<file path="src/rtl/btc_pkg.sv">
// Shared types, constants and helper functions of the binary template classifier.
package btc_pkg;

    localparam int TEMPLATE_COUNT = 12;
    localparam int IMAGE_PIXELS   = 76800;

    localparam int SLOT_W   = 4;
    localparam int ADDR_W   = 17;
    localparam int THR_W    = 7;
    localparam int CNT_W    = 17;
    localparam int CLASS_W  = 4;

    localparam int MEM_AW     = $clog2(IMAGE_PIXELS);
    localparam int SLOT_IDX_W = (TEMPLATE_COUNT > 1) ? $clog2(TEMPLATE_COUNT) : 1;

    localparam int PERCENT_FULL = 100;
    localparam int SCALE        = 200;

    localparam int LIMIT_W = $clog2(PERCENT_FULL * IMAGE_PIXELS + 1);
    localparam int PROD_W  = CNT_W + $clog2(SCALE + 1);
    localparam int CMP_W   = (PROD_W > LIMIT_W) ? PROD_W : LIMIT_W;

    localparam logic [CNT_W-1:0] CNT_MAX = '1;

    localparam int QDEPTH = 4;
    localparam int QPTR_W = 2;
    localparam int QCNT_W = 3;

    localparam int IN_DATA_W  = 32;
    localparam int OUT_DATA_W = 24;

    typedef enum logic [1:0] {
        CMD_LOAD_BIT = 2'd0,
        CMD_LOAD_THR = 2'd1,
        CMD_CLASSIFY = 2'd2
    } cmd_t;

    typedef logic [CNT_W-1:0]   cnt_t;
    typedef logic [LIMIT_W-1:0] limit_t;

    typedef struct packed {
        logic [CLASS_W-1:0] symbol_class;
        logic               match_found;
        logic [CNT_W-1:0]   mismatch_count;
    } result_t;

    typedef struct packed {
        logic                  wr_en;
        logic                  rd_en;
        logic [MEM_AW-1:0]     addr;
        logic [SLOT_IDX_W-1:0] slot;
        logic                  wr_bit;
    } tmem_req_t;

    // Threshold that each slot holds after reset.
    function automatic logic [THR_W-1:0] thr_reset(input int k);
        logic [THR_W-1:0] thr;
        unique case (k)
            0:       thr = THR_W'(87);
            1:       thr = THR_W'(85);
            9:       thr = THR_W'(70);
            10:      thr = THR_W'(60);
            default: thr = THR_W'(75);
        endcase
        return thr;
    endfunction

    // A template passes when SCALE * mismatches is below this limit.
    function automatic limit_t limit_of(input logic [THR_W-1:0] thr);
        logic [THR_W-1:0] margin;
        margin = THR_W'(PERCENT_FULL) - thr;
        return LIMIT_W'(margin * IMAGE_PIXELS);
    endfunction

endpackage

</file>
<file path="src/rtl/btc_decide.sv">
// End-of-image decision: tests every template and picks the first one that passes.
module btc_decide (
    input  btc_pkg::cnt_t    cnt [btc_pkg::TEMPLATE_COUNT],
    input  btc_pkg::limit_t  lim [btc_pkg::TEMPLATE_COUNT],
    output btc_pkg::result_t result
);
    import btc_pkg::*;

    logic [TEMPLATE_COUNT-1:0] pass;
    logic [TEMPLATE_COUNT-1:0] first;
    logic [CMP_W-1:0]          prod [TEMPLATE_COUNT];

    always_comb
    begin
        for (int k = 0; k < TEMPLATE_COUNT; k++)
        begin
            prod[k] = CMP_W'(cnt[k]) * CMP_W'(SCALE);
            pass[k] = prod[k] < CMP_W'(lim[k]);
        end
    end

    // Isolate the lowest passing template so the select below is a flat AND-OR.
    assign first = pass & (~pass + TEMPLATE_COUNT'(1));

    always_comb
    begin
        result = '0;
        for (int k = 0; k < TEMPLATE_COUNT; k++)
        begin
            if (first[k])
            begin
                result.symbol_class   = result.symbol_class | CLASS_W'(k + 1);
                result.match_found    = 1'b1;
                result.mismatch_count = result.mismatch_count | cnt[k];
            end
        end
    end

endmodule

</file>
<file path="config.mk">
export PLATFORM = sky130hd
export DESIGN_NAME = btc_decide
export DESIGN_NICKNAME = d
export VERILOG_FILES = /design/src/rtl/btc_pkg.sv /design/src/rtl/btc_decide.sv
export SDC_FILE = /design/constraint.sdc
export NUM_CORES = 1
export LEC_CHECK = 0
export BUFFER_PORTS_ARGS = -buffer_cell sky130_fd_sc_hd__buf_4
export CORE_MARGIN = 5
export CORE_UTILIZATION = 60
export DETAILED_ROUTE_END_ITERATION = 8
export PLACE_DENSITY_LB_ADDON = 0.25
export SLEW_MARGIN = 20
export SYNTH_ARGS = -nofsm -noshare
export SYNTH_HDL_FRONTEND = slang
export SYNTH_SLANG_ARGS = --single-unit
</file>
<file path="constraint.sdc">
create_clock -name vclk -period 8.43
set_clock_uncertainty 0.15 [all_clocks]
set_input_delay 1.2645 -clock vclk [all_inputs]
set_output_delay 1.2645 -clock vclk [all_outputs]
set_load 0.01 [all_outputs]
</file>
==> flow_metrics.py, run 1 <==
metrics = {
    "floorplan": {
        "coreArea_mm2": 0.0476,
        "start_util": 0.606,
        "die_height_um": 229,
        "die_x_um": 229,
        "dieArea_mm2": 0.0526,
        "row_count": 80,
        "boundaryPins": 502,
    },
    "drt": {
        "dr.pass1.iters": 5,
        "via_per_inst": 5.71,
        "drt_iter0_drc": 1837,
        "postRouteAntennaNets": 0,
        "vias": 28800,
        "wl_per_cell_um": 17.6,
        "drc": 0,
        "drt-total-wl_um": 88800,
    },
    "place": {
        "portBuffers": 502,
        "placedCellCount": 4988,
        "dp_hpwl_um": 77000,
        "gp_congestion": 1.01,
    },
    "timing": {
        "setup_violations": 0,
        "finalHoldViolCount": 0,
        "timing.final.crit_share": 0.994,
        "whs_ns": 2.74,
        "tightest_slew_ns": 1.03,
        "slew_violations": 0,
        "post-route-min-period_ns": 8.38,
        "maxSlewHeadroom": 0.309,
        "fmax_mhz": 119,
    },
    "outcome": {
        "status": "finished clean",
    },
    "final_layout": {
        "drive_above_1_share": 0.215,
        "nNetsFinal": 5953,
        "syn_to_final_growth_pct": 25.5,
        "n_clock_buffer": 0,
        "fin_cells": 5048,
        "fin_util": 0.761,
        "seq_cells": 0,
        "register_area_um2": 0,
    },
    "worst_setup_path": {
        "critPathMaxFanout": 8,
        "cp.arrival_ns": 6.97,
        "cp.required_ns": 7.02,
        "end_kind": "output port",
        "path_class": "primary input to output port",
        "worstSetupStartpointType": "primary input",
    },
    "synth": {
        "netlist_area_mm2": 0.0289,
        "netlist-cell-type-count": 93,
        "syn_nets": 5298,
        "yosysWarnings": 0,
        "ys_seq_area_frac": 0,
        "syn-mean-instance-area_um2": 7.67,
        "postSynthCellCount": 3768,
    },
    "global_route": {
        "antenna_found_initial": 15,
        "grt_usage": 0.308,
        "grt_max_degree": 20,
        "grt_overflow_total": 0,
        "grt_pass1_wl_um": 136000,
        "grt_pass1_vias": 27600,
    },
    "min_path": {
        "holdPathStages": 3,
        "holdCritStartpoint": "cnt[2]",
        "min_to": "result[2]",
        "hp-class": "primary input to output port",
    },
    "power": {
        "vdd_drop_max_uv": 112,
        "power_density_mw_per_mm2": 200,
        "p_leak_nw": 20.7,
    },
    "cts": {
        "hold_buffers": 0,
    },
    "run": {
        "max-cap-violations": 0,
    },
}
synthesized netlist by cell type (36+ instances only):
master	instances	area [µm²]
a211oi_1	38	285
a21o_1	77	578
a21oi_1	213	1070
fa_1	144	2880
ha_1	906	11300
inv_1	1020	3830
nand2_1	113	424
nand3_1	67	335
nand4_1	57	357
nor2_1	193	724
nor3_1	41	205
o21a_1	47	353
o21ai_0	136	681
xnor2_1	127	1110
xor2_1	36	315
cells by family (layout without fill, tap and decap cells):
kind of cell,Yosys count,after routing,share of synthesized area
buffers and inverters,1061,1711,0.140
AOI/OAI and AO/OA,818,818,0.194
and+or+nand+nor,654,657,0.116
other,0,12,0
muxes,22,22,0.00827
adders and majority gates,1050,1050,0.492
xor gates and xnor gates,163,163,0.0494
area by class of cell:
type	count	area, µm²
diodes	12	30.0
fillers	3685	11400
inverters	1020	3830
multi-input cells	2710	26300
well taps	615	769
repair buffers	691	5320
routing by layer:
layer / routed length [µm] / up-vias / GRT usage
met2: 41400 / 883 / 0.524
li1: - / 14200 / -
met1: 37500 / 13500 / 0.400
met3: 5530 / 213 / 0.0372
met5: 55 / - / 0
met4: 4260 / 8 / 0.119
per-stage QoR:
| stage | setup WS, ns | area, µm² | total power [W] | setup TNS, ns |
|---|---|---|---|---|
| 5_1_grt | -0.117 | 36300 | 0.00794 | -0.912 |
| 4_1_cts | -0.00116 | 34700 | 0.00653 | -0.00116 |
| 3_5_place_dp | -0.653 | 34300 | 0.00629 | -7.67 |
| 2_1_floorplan | 0.397 | 28900 | 0.00422 | 0 |
| 6_report | 0.0490 | 36300 | 0.00724 | 0 |
| 3_3_place_gp | -0.552 | 34300 | 0.00617 | -5.88 |
where the power goes:
group            internal (W)  switching, W  leakage [nW]
Sequential                  0             0             0
Combinational         0.00331       0.00394          20.7
Clock          0.000000000191             0     0.0000761
Total                 0.00331       0.00394          20.7
worst max-delay path, stage by stage:
cell and delay [ns]:
buf_4 0.14, ha_1 0.30, ha_1 0.31, ha_1 0.34, ha_4 0.27, a211oi_4 0.22
nor3_1 0.08, or2_1 0.23, o21a_1 0.21, or3_1 0.38, nand2_1 0.11, xnor2_1 0.07
ha_1 0.34, nand2_1 0.08, nor2_1 0.06, a2111oi_2 0.34, nor2_1 0.07, a211o_1 0.32
buf_6 0.13, a311oi_4 0.34, buf_6 0.23, nor3_4 0.06, a221oi_2 0.25, buf_4 0.17
nand4_1 0.15, a211o_1 0.34, buf_6 0.14
worst max path at each step:
| stage | start | endpoint | slack (ns) |
|---|---|---|---|
| CTS | cnt[138] | result[10] | -0.001 |
| detailed placement | cnt[74] | result[18] | -0.65 |
| floorplan | cnt[74] | result[0] | 0.40 |
| global route | cnt[138] | result[10] | -0.12 |
| finish | cnt[188] | result[16] | 0.05 |
| global placement | cnt[74] | result[18] | -0.55 |
cell usage in the layout, fill, tap and decap left out, types with 21 or more instances in the layout:
cell type	synthesis	final
inv_1	1020	1009
ha_1	906	857
buf_4	0	665
a21oi_1	213	186
nor2_1	193	183
fa_1	144	144
xnor2_1	127	125
nand2_1	113	111
o21ai_0	136	109
a21o_1	77	77
nand3_1	67	66
nand4_1	57	57
o21a_1	47	47
ha_4	0	46
nor3_1	41	36
xor2_1	36	35
a211oi_1	38	30
a21oi_2	3	29
o21bai_1	30	28
nand2b_1	25	25
o21ai_1	9	24
o211ai_1	23	23
a211o_1	22	22
nor2b_1	24	21
what timing repair did:
| item | in CTS | in global routing |
|---|---|---|
| setup endpoints to repair | 22 | 22 |
| pin swaps | 33 | 146 |
| resized for setup | 44 | 248 |
| buffers inserted | 21 | 25 |
| gates cloned | 3 | 3 |
(Power assumes the default switching activity.)
==> run 2, diff against run 1 <==
--- a/config.mk
+++ b/config.mk
@@ -7,7 +7,7 @@
 export LEC_CHECK = 0
 export BUFFER_PORTS_ARGS = -buffer_cell sky130_fd_sc_hd__buf_4
 export CORE_MARGIN = 5
-export CORE_UTILIZATION = 60
+export CORE_UTILIZATION = 40
 export DETAILED_ROUTE_END_ITERATION = 8
 export PLACE_DENSITY_LB_ADDON = 0.25
 export SLEW_MARGIN = 20
==> constraint.sdc (replaced) <==
create_clock -name vclk -period 10.4
set_clock_uncertainty 0.15 [all_clocks]
set_input_delay 1.56 -clock vclk [all_inputs]
set_output_delay 1.56 -clock vclk [all_outputs]
set_load 0.01 [all_outputs]
==> run 2 against run 1 <==
  * Critical path depth shrank 1
  * Utilization decreased by 29 points
  * Design area decreased by 6.7%
  * Via count fell by 5.9%
  * Final cell count grew 3.2%
==> flow_metrics.py, run 2 (synthesis results as in run 1) <==
metrics = {
    "timing": {
        "rsz0062_at_grt": "no",
        "fmax_mhz": 101,
        "tns_ns": 0,
        "setup_violations": 0,
        "tightest_slew_ns": 1.15,
        "slew_violations": 0,
        "timing.final.crit_share": 0.952,
        "post-route-min-period_ns": 9.90,
        "maxSlewHeadroom": 0.222,
        "finalHoldViolCount": 0,
    },
    "floorplan": {
        "boundaryPins": 502,
        "dieArea_mm2": 0.0777,
        "row_count": 98,
        "start_util": 0.403,
        "die_height_um": 279,
        "die_x_um": 279,
        "coreArea_mm2": 0.0716,
    },
    "drt": {
        "drt_iter0_drc": 1384,
        "drt-total-wl_um": 88300,
        "postRouteAntennaNets": 0,
        "wl_per_cell_um": 16.9,
        "drc": 0,
        "via_per_inst": 5.21,
        "vias": 27100,
        "dr.pass1.iters": 6,
    },
    "worst_setup_path": {
        "cp_common_cell": "a21o_1",
        "worstSetupStartpointType": "primary input",
        "cp.required_ns": 8.69,
        "end_kind": "output port",
        "cp.arrival_ns": 8.19,
        "critPathTopFamily": "compound AO/OA/AOI/OAI gates",
        "path_class": "primary input to output port",
        "cp.buffers_inverters": 4,
        "critPathMaxFanout": 17,
        "crit_path_top_delay_cell": "a211oi_4",
        "cpPeakStageDelay_ns": 0.73,
    },
    "cts": {
        "post_cts_buffers": 0,
    },
    "global_route": {
        "grt_pass1_wl_um": 137000,
        "antenna_found_initial": 24,
        "grt_pass1_vias": 26300,
        "grt_usage": 0.215,
        "grt_overflow_total": 0,
        "grt_max_degree": 24,
    },
    "min_path": {
        "holdCritStartpoint": "cnt[3]",
        "holdPathStages": 3,
        "hp-class": "primary input to output port",
        "min_to": "result[3]",
    },
    "place": {
        "dpl_cell_area_mm2": 0.0337,
        "dp_hpwl_um": 80700,
        "placedCellCount": 5192,
        "portBuffers": 502,
        "gp_congestion": 0.910,
    },
    "final_layout": {
        "layout_common_cells": "inv_1 (1,020), ha_1 (906), buf_4 (515)",
        "drive_above_1_share": 0.135,
        "register_area_um2": 0,
        "final_common_cell": "inv_1",
        "fillers": 7461,
        "n_clock_buffer": 0,
        "seq_cells": 0,
        "fin_cells": 5211,
        "final_cell_area_mm2": 0.0338,
        "syn_to_final_growth_pct": 17.1,
        "nNetsFinal": 5774,
    },
    "run": {
        "max-cap-violations": 0,
    },
    "outcome": {
        "status": "finished clean",
    },
}
==> run 2: final cells by class <==
class                      count  area (µm²)  area share
multi-input combinational   2707       24900       0.736
timing repair buffer         515        3870       0.114
inverter                    1020        3830       0.113
tap                          950        1190      0.0351
antenna                       19        47.5     0.00141
==> run 2: repair_timing <==
item,in CTS,in global routing
gates resized for setup,0,4
endpoints found under the setup margin,0,22
hold buffers,0,0
==> run 2: stage by stage <==
stage,hold slack (ns),setup slack (ns),utilization
global placement,3.32,0.256,0.471
CTS,3.32,0.125,0.471
finish,3.33,0.497,0.472
detailed placement,3.32,0.152,0.471
global route,3.34,0.0201,0.472
floorplan,3.09,1.78,-
==> run 2: how the worst max path moves through the flow <==
stage,start,to,slack [ns],cells past startpoint
finish,cnt[175],result[6],0.50,26
global route,cnt[74],result[5],0.02,30
CTS,cnt[70],result[15],0.13,27
detailed placement,cnt[70],result[15],0.15,27
global placement,cnt[70],result[15],0.26,27
floorplan,cnt[74],result[0],1.78,26
==> run 2: worst min-delay path, stage by stage <==
cell	delay, ns
buf_4	0.11
a211o_1	0.12
buf_4	0.13
==> run 2: metal layers <==
metal  vias to the layer above  GRT usage  wire (µm)
li1                      13900          -          -
met2                       609      0.371      41000
met5                         -          0         82
met1                     12500      0.285      39700
met3                       106     0.0329       5250
met4                        12     0.0472       2220
